[config.mk]
export PLATFORM = sky130hd
export DESIGN_NAME = key_pointer_accelerator
export DESIGN_NICKNAME = d
export VERILOG_FILES = /design/src/rtl/kpa_pkg.sv /design/src/rtl/key_pointer_accelerator.sv
export VERILOG_INCLUDE_DIRS = /design/src /design/src/rtl
export SDC_FILE = /design/constraint.sdc
export NUM_CORES = 1
export LEC_CHECK = 0
export ABC_AREA = 1
export BUFFER_PORTS_ARGS = -buffer_cell sky130_fd_sc_hd__buf_2
export CORE_MARGIN = 4
export CORE_UTILIZATION = 40
export CTS_CLUSTER_DIAMETER = 80
export DETAILED_ROUTE_END_ITERATION = 10
export PLACE_DENSITY = 0.59
export SETUP_SLACK_MARGIN = 0.5
export SLEW_MARGIN = 30
export SYNTH_ARGS = -nofsm -noshare
export SYNTH_HDL_FRONTEND = slang
export SYNTH_SLANG_ARGS = --single-unit
export TNS_END_PERCENT = 50
[constraint.sdc]
create_clock -name clk -period 21.4 [get_ports clk]
set_input_delay 0 -clock clk [delete_from_list [all_inputs] [get_ports clk]]
set_output_delay 0 -clock clk [all_outputs]
set_load 0.02 [all_outputs]
[src/rtl/key_pointer_accelerator_assert.svh]
// Assertion macros shared by the key pointer accelerator RTL.
// Depends on nothing; included inside module bodies that check their own logic.
`ifndef KEY_POINTER_ACCELERATOR_ASSERT_SVH
`define KEY_POINTER_ACCELERATOR_ASSERT_SVH

// Same-cycle implication, disabled while reset is held.
`define KPA_ASSERT_NOW(lbl, ck, rn, ante, cons, msg) \
  lbl: assert property (@(posedge ck) disable iff (!(rn)) (ante) |-> (cons)) else $error(msg);

// Next-cycle implication, disabled while reset is held.
`define KPA_ASSERT_NEXT(lbl, ck, rn, ante, cons, msg) \
  lbl: assert property (@(posedge ck) disable iff (!(rn)) (ante) |=> (cons)) else $error(msg);

`endif

[src/rtl/kpa_pkg.sv]
// Package for the key pointer accelerator: field widths, register indexes,
// direction and exit codes, and the acceleration step table. No dependencies.
package kpa_pkg;

  localparam int unsigned DIR_W    = 3;
  localparam int unsigned TIME_W   = 32;
  localparam int unsigned POS_W    = 15;
  localparam int unsigned NEWPOS_W = 16;
  localparam int unsigned WIN_W    = 16;
  localparam int unsigned STEP_W   = 8;
  localparam int unsigned CODE_W   = 3;
  localparam int unsigned CNT_W    = 5;
  localparam int unsigned NUM_DIRS = 8;
  localparam int unsigned CFG_IDX_W = 2;
  localparam int unsigned CFG_DATA_W = 16;

  // Highest repeat count that still advances; above it the step is capped.
  localparam logic [CNT_W-1:0] REPEAT_CAP = 5'd20;

  typedef logic [DIR_W-1:0]    dir_t;
  typedef logic [CODE_W-1:0]   code_t;
  typedef logic [STEP_W-1:0]   step_t;
  typedef logic [CNT_W-1:0]    cnt_t;

  typedef enum logic [CFG_IDX_W-1:0] {
    REG_REPEAT_WINDOW = 2'd0,
    REG_SINGLE_STEP   = 2'd1,
    REG_MAX_STEP      = 2'd2
  } cfg_reg_t;

  localparam dir_t DIR_LEFT       = 3'd0;
  localparam dir_t DIR_RIGHT      = 3'd1;
  localparam dir_t DIR_UP         = 3'd2;
  localparam dir_t DIR_DOWN       = 3'd3;
  localparam dir_t DIR_LEFT_UP    = 3'd4;
  localparam dir_t DIR_LEFT_DOWN  = 3'd5;
  localparam dir_t DIR_RIGHT_UP   = 3'd6;
  localparam dir_t DIR_RIGHT_DOWN = 3'd7;

  localparam code_t EXIT_INSIDE = 3'd0;
  localparam code_t EXIT_LEFT   = 3'd1;
  localparam code_t EXIT_RIGHT  = 3'd2;
  localparam code_t EXIT_BELOW  = 3'd3;
  localparam code_t EXIT_ABOVE  = 3'd4;

  localparam logic [WIN_W-1:0]  RESET_REPEAT_WINDOW = 16'd40;
  localparam logic [STEP_W-1:0] RESET_SINGLE_STEP   = 8'd8;
  localparam logic [STEP_W-1:0] RESET_MAX_STEP      = 8'd64;

  // floor(5 * 1.3^n), saturated at 255.
  function automatic step_t step_table(input cnt_t n);
    step_t s;
    case (n)
      5'd0:  s = 8'd5;
      5'd1:  s = 8'd6;
      5'd2:  s = 8'd8;
      5'd3:  s = 8'd10;
      5'd4:  s = 8'd14;
      5'd5:  s = 8'd18;
      5'd6:  s = 8'd24;
      5'd7:  s = 8'd31;
      5'd8:  s = 8'd40;
      5'd9:  s = 8'd53;
      5'd10: s = 8'd68;
      5'd11: s = 8'd89;
      5'd12: s = 8'd116;
      5'd13: s = 8'd151;
      5'd14: s = 8'd196;
      default: s = 8'd255;
    endcase
    return s;
  endfunction

endpackage

[src/rtl/key_pointer_accelerator.sv]
// An accepted input transaction's result is loaded into the output register in the next cycle.
// Throughput: one press per cycle; the only hold-up is a full output register that is stalled.
// Reset (rst_n, synchronous, active low) clears the repeat count, all eight last-press times,
// the output valid flag and sets the registers to window 40, single step 8, maximum step 64.
// Top level of the key pointer accelerator; uses kpa_pkg and the assertion macro header.
module key_pointer_accelerator (
  input  logic                                clk,
  input  logic                                rst_n,
  // Configuration write channel.
  input  logic                                cfg_valid,
  output logic                                cfg_ready,
  input  logic [kpa_pkg::CFG_IDX_W-1:0]       cfg_index,
  input  logic [kpa_pkg::CFG_DATA_W-1:0]      cfg_data,
  // Input channel: one cursor-key press per transaction.
  input  logic                                in_valid,
  output logic                                in_stall,
  input  logic [kpa_pkg::DIR_W-1:0]           in_direction,
  input  logic [kpa_pkg::TIME_W-1:0]          in_press_time,
  input  logic signed [kpa_pkg::POS_W-1:0]    in_pointer_x,
  input  logic signed [kpa_pkg::POS_W-1:0]    in_pointer_y,
  input  logic                                in_box_valid,
  input  logic signed [kpa_pkg::POS_W-1:0]    in_box_left,
  input  logic signed [kpa_pkg::POS_W-1:0]    in_box_bottom,
  input  logic signed [kpa_pkg::POS_W-1:0]    in_box_right,
  input  logic signed [kpa_pkg::POS_W-1:0]    in_box_top,
  // Result channel.
  output logic                                out_valid,
  input  logic                                out_stall,
  output logic signed [kpa_pkg::NEWPOS_W-1:0] out_new_x,
  output logic signed [kpa_pkg::NEWPOS_W-1:0] out_new_y,
  output logic                                out_move_pointer,
  output logic [kpa_pkg::CODE_W-1:0]          out_exit_code
);
  import kpa_pkg::*;
  `include "key_pointer_accelerator_assert.svh"

  // Configuration registers. Writes are always taken; an index beyond the
  // register list is accepted and ignored.
  logic [WIN_W-1:0] repeat_window_r;
  step_t            single_step_r;
  step_t            max_step_r;

  // Press history: one shared repeat count and one timestamp per direction.
  cnt_t              repeat_count_r, repeat_count_nxt;
  logic [TIME_W-1:0] last_press_r [NUM_DIRS];

  // Output register.
  logic                       out_valid_r;
  logic signed [NEWPOS_W-1:0] new_x_r, new_x_nxt;
  logic signed [NEWPOS_W-1:0] new_y_r, new_y_nxt;
  logic                       move_r, move_nxt;
  code_t                      code_r, code_nxt;

  logic              in_accept;
  logic [TIME_W-1:0] time_diff;
  logic              is_repeat;
  step_t             step;
  step_t             table_step;
  cnt_t              count_inc;
  logic signed [NEWPOS_W-1:0] dx, dy;
  logic signed [NEWPOS_W-1:0] step_s;

  assign cfg_ready = 1'b1;

  // The output register can take a new result when it is empty or is being
  // drained in this very cycle, so the input only waits on a stalled result.
  assign in_stall  = out_valid_r & out_stall;
  assign in_accept = in_valid & ~in_stall;

  // Signed 32-bit time difference with wraparound. A negative difference
  // always counts as a repeat; otherwise the upper half must be zero and the
  // lower half no larger than the window.
  assign time_diff = in_press_time - last_press_r[in_direction];
  assign is_repeat = time_diff[TIME_W-1] |
                     ((time_diff[TIME_W-2:WIN_W] == '0) &&
                      (time_diff[WIN_W-1:0] <= repeat_window_r));

  assign count_inc  = repeat_count_r + cnt_t'(1);
  assign table_step = step_table(count_inc);

  always_comb begin
    repeat_count_nxt = repeat_count_r;
    step             = single_step_r;
    if (is_repeat) begin
      if (repeat_count_r > REPEAT_CAP) begin
        step = max_step_r;
      end else begin
        repeat_count_nxt = count_inc;
        step = (table_step > max_step_r) ? max_step_r : table_step;
      end
    end else begin
      repeat_count_nxt = '0;
    end
  end

  // Diagonals move by the same amount on both axes; up is positive y.
  assign step_s = $signed({{(NEWPOS_W-STEP_W){1'b0}}, step});

  always_comb begin
    dx = '0;
    dy = '0;
    case (in_direction)
      DIR_LEFT:       dx = -step_s;
      DIR_RIGHT:      dx = step_s;
      DIR_UP:         dy = step_s;
      DIR_DOWN:       dy = -step_s;
      DIR_LEFT_UP:    begin dx = -step_s; dy = step_s;  end
      DIR_LEFT_DOWN:  begin dx = -step_s; dy = -step_s; end
      DIR_RIGHT_UP:   begin dx = step_s;  dy = step_s;  end
      default:        begin dx = step_s;  dy = -step_s; end
    endcase
  end

  // New position and box check. The checks run in edge order so that the
  // last failing edge sets the exit code. A zero step never moves.
  always_comb begin
    new_x_nxt = NEWPOS_W'(in_pointer_x) + dx;
    new_y_nxt = NEWPOS_W'(in_pointer_y) + dy;
    code_nxt  = EXIT_INSIDE;
    move_nxt  = 1'b0;
    if (step != '0) begin
      if (in_box_valid) begin
        if (new_x_nxt < NEWPOS_W'(in_box_left))   code_nxt = EXIT_LEFT;
        if (new_x_nxt > NEWPOS_W'(in_box_right))  code_nxt = EXIT_RIGHT;
        if (new_y_nxt < NEWPOS_W'(in_box_bottom)) code_nxt = EXIT_BELOW;
        if (new_y_nxt > NEWPOS_W'(in_box_top))    code_nxt = EXIT_ABOVE;
      end
      move_nxt = (code_nxt == EXIT_INSIDE);
    end
  end

  always_ff @(posedge clk) begin
    if (!rst_n) begin
      repeat_window_r <= RESET_REPEAT_WINDOW;
      single_step_r   <= RESET_SINGLE_STEP;
      max_step_r      <= RESET_MAX_STEP;
    end else if (cfg_valid && cfg_ready) begin
      case (cfg_reg_t'(cfg_index))
        REG_REPEAT_WINDOW: repeat_window_r <= cfg_data[WIN_W-1:0];
        REG_SINGLE_STEP:   single_step_r   <= cfg_data[STEP_W-1:0];
        REG_MAX_STEP:      max_step_r      <= cfg_data[STEP_W-1:0];
        default: ;
      endcase
    end
  end

  always_ff @(posedge clk) begin
    if (!rst_n) begin
      repeat_count_r <= '0;
      for (int i = 0; i < NUM_DIRS; i++) begin
        last_press_r[i] <= '0;
      end
    end else if (in_accept) begin
      repeat_count_r             <= repeat_count_nxt;
      last_press_r[in_direction] <= in_press_time;
    end
  end

  always_ff @(posedge clk) begin
    if (!rst_n) begin
      out_valid_r <= 1'b0;
    end else if (in_accept) begin
      out_valid_r <= 1'b1;
    end else if (!out_stall) begin
      out_valid_r <= 1'b0;
    end
  end

  // Result payload carries no reset; it is loaded with every accepted press.
  always_ff @(posedge clk) begin
    if (in_accept) begin
      new_x_r <= new_x_nxt;
      new_y_r <= new_y_nxt;
      move_r  <= move_nxt;
      code_r  <= code_nxt;
    end
  end

  assign out_valid        = out_valid_r;
  assign out_new_x        = new_x_r;
  assign out_new_y        = new_y_r;
  assign out_move_pointer = move_r;
  assign out_exit_code    = code_r;

  // The count saturates one above the cap and never runs past it.
  `KPA_ASSERT_NOW(a_count_bound, clk, rst_n, 1'b1, repeat_count_r <= REPEAT_CAP + cnt_t'(1), "repeat count beyond cap")
  // A press that is not a repeat leaves the count cleared.
  `KPA_ASSERT_NEXT(a_count_clear, clk, rst_n, in_accept && !is_repeat, repeat_count_r == '0, "repeat count not cleared")
  // Every accepted press leaves a result in the output register.
  `KPA_ASSERT_NEXT(a_result_loaded, clk, rst_n, in_accept, out_valid_r, "accepted press produced no result")
  // A pointer move is only ever reported together with an inside code.
  `KPA_ASSERT_NOW(a_move_inside, clk, rst_n, out_valid_r && move_r, code_r == EXIT_INSIDE, "move with exit code")
  // For an accepted left press, the stored left timestamp is the press time.
  `KPA_ASSERT_NEXT(a_time_stored, clk, rst_n, in_accept && in_direction == DIR_LEFT, last_press_r[0] == $past(in_press_time), "last press time not stored")

endmodule
==> flow_metrics.tcl <==
set metrics [dict create \
    r2r_end "out_move_pointer" \
    wl_mm 62.1 \
    power.leakage_uw 0.0111 \
    async_reset_ff_frac 0 \
    maxSlewViolCount 0 \
    ys_types 52 \
    nets 2910 \
    gr-usage-met3 0.0267 \
    synth_top_area_cell "edfxtp_1" \
    num_vias 17100 \
    syn_nets 2660 \
    syn_avg_cell_area_um2 8.47 \
    dp_hpwl_mm 42.3 \
    cp.arrival_ns 9.67 \
    start_util 0.406 \
    num_rows 81 \
    fin_ws_ns 12.05 \
    hold_violations 0 \
    ys_warn_count 0 \
    cpPeakStageDelay_ns 0.59 \
    cts_tree "done" \
    drive_gt1_frac 0.121 \
    register_area_um2 9530 \
    max_slew_margin 0.356 \
    grtUsageTotal 0.229 \
    multi_input_area_um2 8880 \
    h-tree-depth 2 \
    cp_common_cell "nand2_1" \
    grt.busiest_layer "met2" \
    crit_path_max_fanout 48 \
    startpoint "in_direction[1]" \
    use_met2 0.406 \
    synth_enable_flop_cells 292 \
    synthTopCellsByArea "edfxtp_1 (44%), ha_1 (9.7%), nand2_1 (9.6%)" \
    crit_type "input port to flip-flop" \
    numClockSinks 330 \
    postCtsSetupBuffers 0 \
    finalSetupViolCount 0 \
    cp-end-kind "flip-flop" \
    endpoint "out_move_pointer" \
    drv_cap 0 \
    antenna_found_initial 0 \
    grt_max_degree 67 \
    final_area_um2 23700 \
    cts_made_buffers 40 \
    yosysMostFrequentCell "nand2_1" \
    synth_seq_cells 330 \
    rrSetupSlack_ns 12.32 \
    ys.flop_type "edfxtp_1" \
    cp.required_ns 21.72 \
    fin_crit_ns 9.35 \
    n_fill_cell 4759 \
    yosysSeqAreaShare 0.478 \
    netlist_area_um2 19900 \
    io_pins 188 \
    synth_cells 2353 \
    tightest_slew_ns 0.964 \
    reg2regPathDepth 54 \
    r2r_start "last_press_r[5][1]" \
    tns_ns 0 \
    slowest_stage "buf_4" \
    globalRoute.totalOverflow 0 \
    clock_latency_ns 0.59 \
    synth.top_cell.area_share 0.440 \
    antenna_cells 0 \
    cellPowerDensity_nw_per_um2 92.0 \
    fin_worst_skew_ns 0.0241 \
    cts_max_path_buffers 3 \
    hp-class "input port to flip-flop" \
    status "completed" \
    dieArea_um2 53400 \
    areaGrowthSynthToFinish_pct 18.8 \
    rsz0062_at_grt "no" \
    gp_congestion 0.936 \
    grtUsageMet1 0.289 \
    ant_nets 0 \
    grt_pass1_vias 17100 \
    synth_common_cells "nand2_1 (507), nor2_1 (380), inv_1 (312)" \
    start_kind "input port" \
    wl_per_cell_um 18.8 \
    dp_slack_ns 11.63 \
    grt_pass1_wl_mm 95.3 \
    core-area_um2 49100 \
    drc 0 \
    cts_root_buffer "clkbuf_16" \
    dr.pass1.iters 5 \
    drt_iter0_drc 1190 \
    fmax_ghz 0.107 \
    numPortBuffers 186 \
    path_clk_slew_ns 0.06 \
    die_w_um 231 \
    postPlaceCellArea_um2 21600 \
    max-vdd-ir-drop_v 0.0000796 \
    dieHeight_um 231 \
    fin_crit_sh 0.437 \
    viasPerCell 5.18 \
]
==> layout by cell type (no fill, tap or decap), types with 5 or more instances in the layout <==
cell type	count
clkinv_2	12
a21oi_1	116
bufinv_16	5
o21bai_1	7
and2_1	5
o211ai_1	9
a31oi_1	5
clkbuf_16	41
inv_1	311
nor2_1	379
nor3_1	12
o21ai_0	87
ha_1	155
inv_2	12
nand3_1	106
a22oi_1	65
nand2_2	8
buf_2	186
xor2_1	40
nand2_1	506
nand4_1	45
o22ai_1	5
dlygate4sd3_1	69
dfxtp_1	38
xnor2_1	11
buf_4	24
edfxtp_1	292
nor2_2	6
clkinv_1	10
==> flip-flops by register name (all words and copies together), names as in the netlist <==
name              count
out_exit_code         3
out_new_y            16
out_valid             1
last_press_r        256
out_new_x            16
repeat_count_r        5
max_step_r            8
out_move_pointer      1
single_step_r         8
repeat_window_r      16
==> through the flow <==
step	hold WS [ns]	cells	util	power, uW
after global routing	0.0204	3295	0.483	2310
after floorplan	0.126	2353	-	1270
after detailed placement	0.274	3156	0.440	1470
after global placement	0.269	3156	0.440	1460
after CTS	0.00161	3295	0.482	2190
final	0.0272	3295	0.483	2180
==> logic make-up after synthesis <==
logic type,count (synthesis),share of synthesized area
other,1,0.000188
adders and majority gates,158,0.100
buffers and inverters,404,0.0772
xor gates and xnor gates,52,0.0229
muxes,2,0.00100
AOI/OAI and AO/OA,322,0.0957
DFF,330,0.478
and+or+nand+nor,1084,0.224
==> worst max-delay path: cells and delay by family <==
kind | cells | cell delay [ns]
adder cells (fa/ha/maj) | 5 | 1.73
AO/OA/AOI/OAI | 14 | 2.84
buffers and inverters | 5 | 1.19
XOR/XNOR | 3 | 0.65
AND/OR/NAND/NOR | 28 | 3.20
==> repair_timing <==
| action | in CTS | in global routing |
|---|---|---|
| endpoints found under the hold margin | 299 | 0 |
| gates resized for setup | 0 | 0 |
| hold buffers | 69 | 0 |
==> final cells by class <==
cell class	instances	share of cell area
inverter	333	0.0530
clock inverter	25	0.0137
clock buffer	45	0.0444
timing repair buffer	279	0.0761
sequential	330	0.403
multi-input combinational	1619	0.375
tap	664	0.0351
==> worst min path at each step <==
stage                     start               end  slack, ns  depth (start not counted)
2_1_floorplan       cfg_data[3]  single_step_r[3]       0.13                          2
3_3_place_gp        cfg_data[3]  single_step_r[3]       0.27                          3
3_5_place_dp        cfg_data[3]  single_step_r[3]       0.27                          3
4_1_cts         in_pointer_x[2]      out_new_x[2]      0.002                          3
5_1_grt        in_pointer_x[14]     out_new_x[15]       0.02                          3
6_report        in_pointer_y[4]      out_new_y[4]       0.03                          4
==> power breakdown <==
part           switching [uW]  total (uW)  internal [uW]
combinational             456         701            245
clock                     289         708            419
sequential               13.0         770            757
total                     758        2180           1420
==> per-layer routing <==
layer,share of wire,up-vias
met5,0,-
met2,0.49,540
met4,0.034,0
met3,0.053,119
met1,0.42,8073
li1,-,8322
Note: power is estimated with default switching activity, not from simulation.
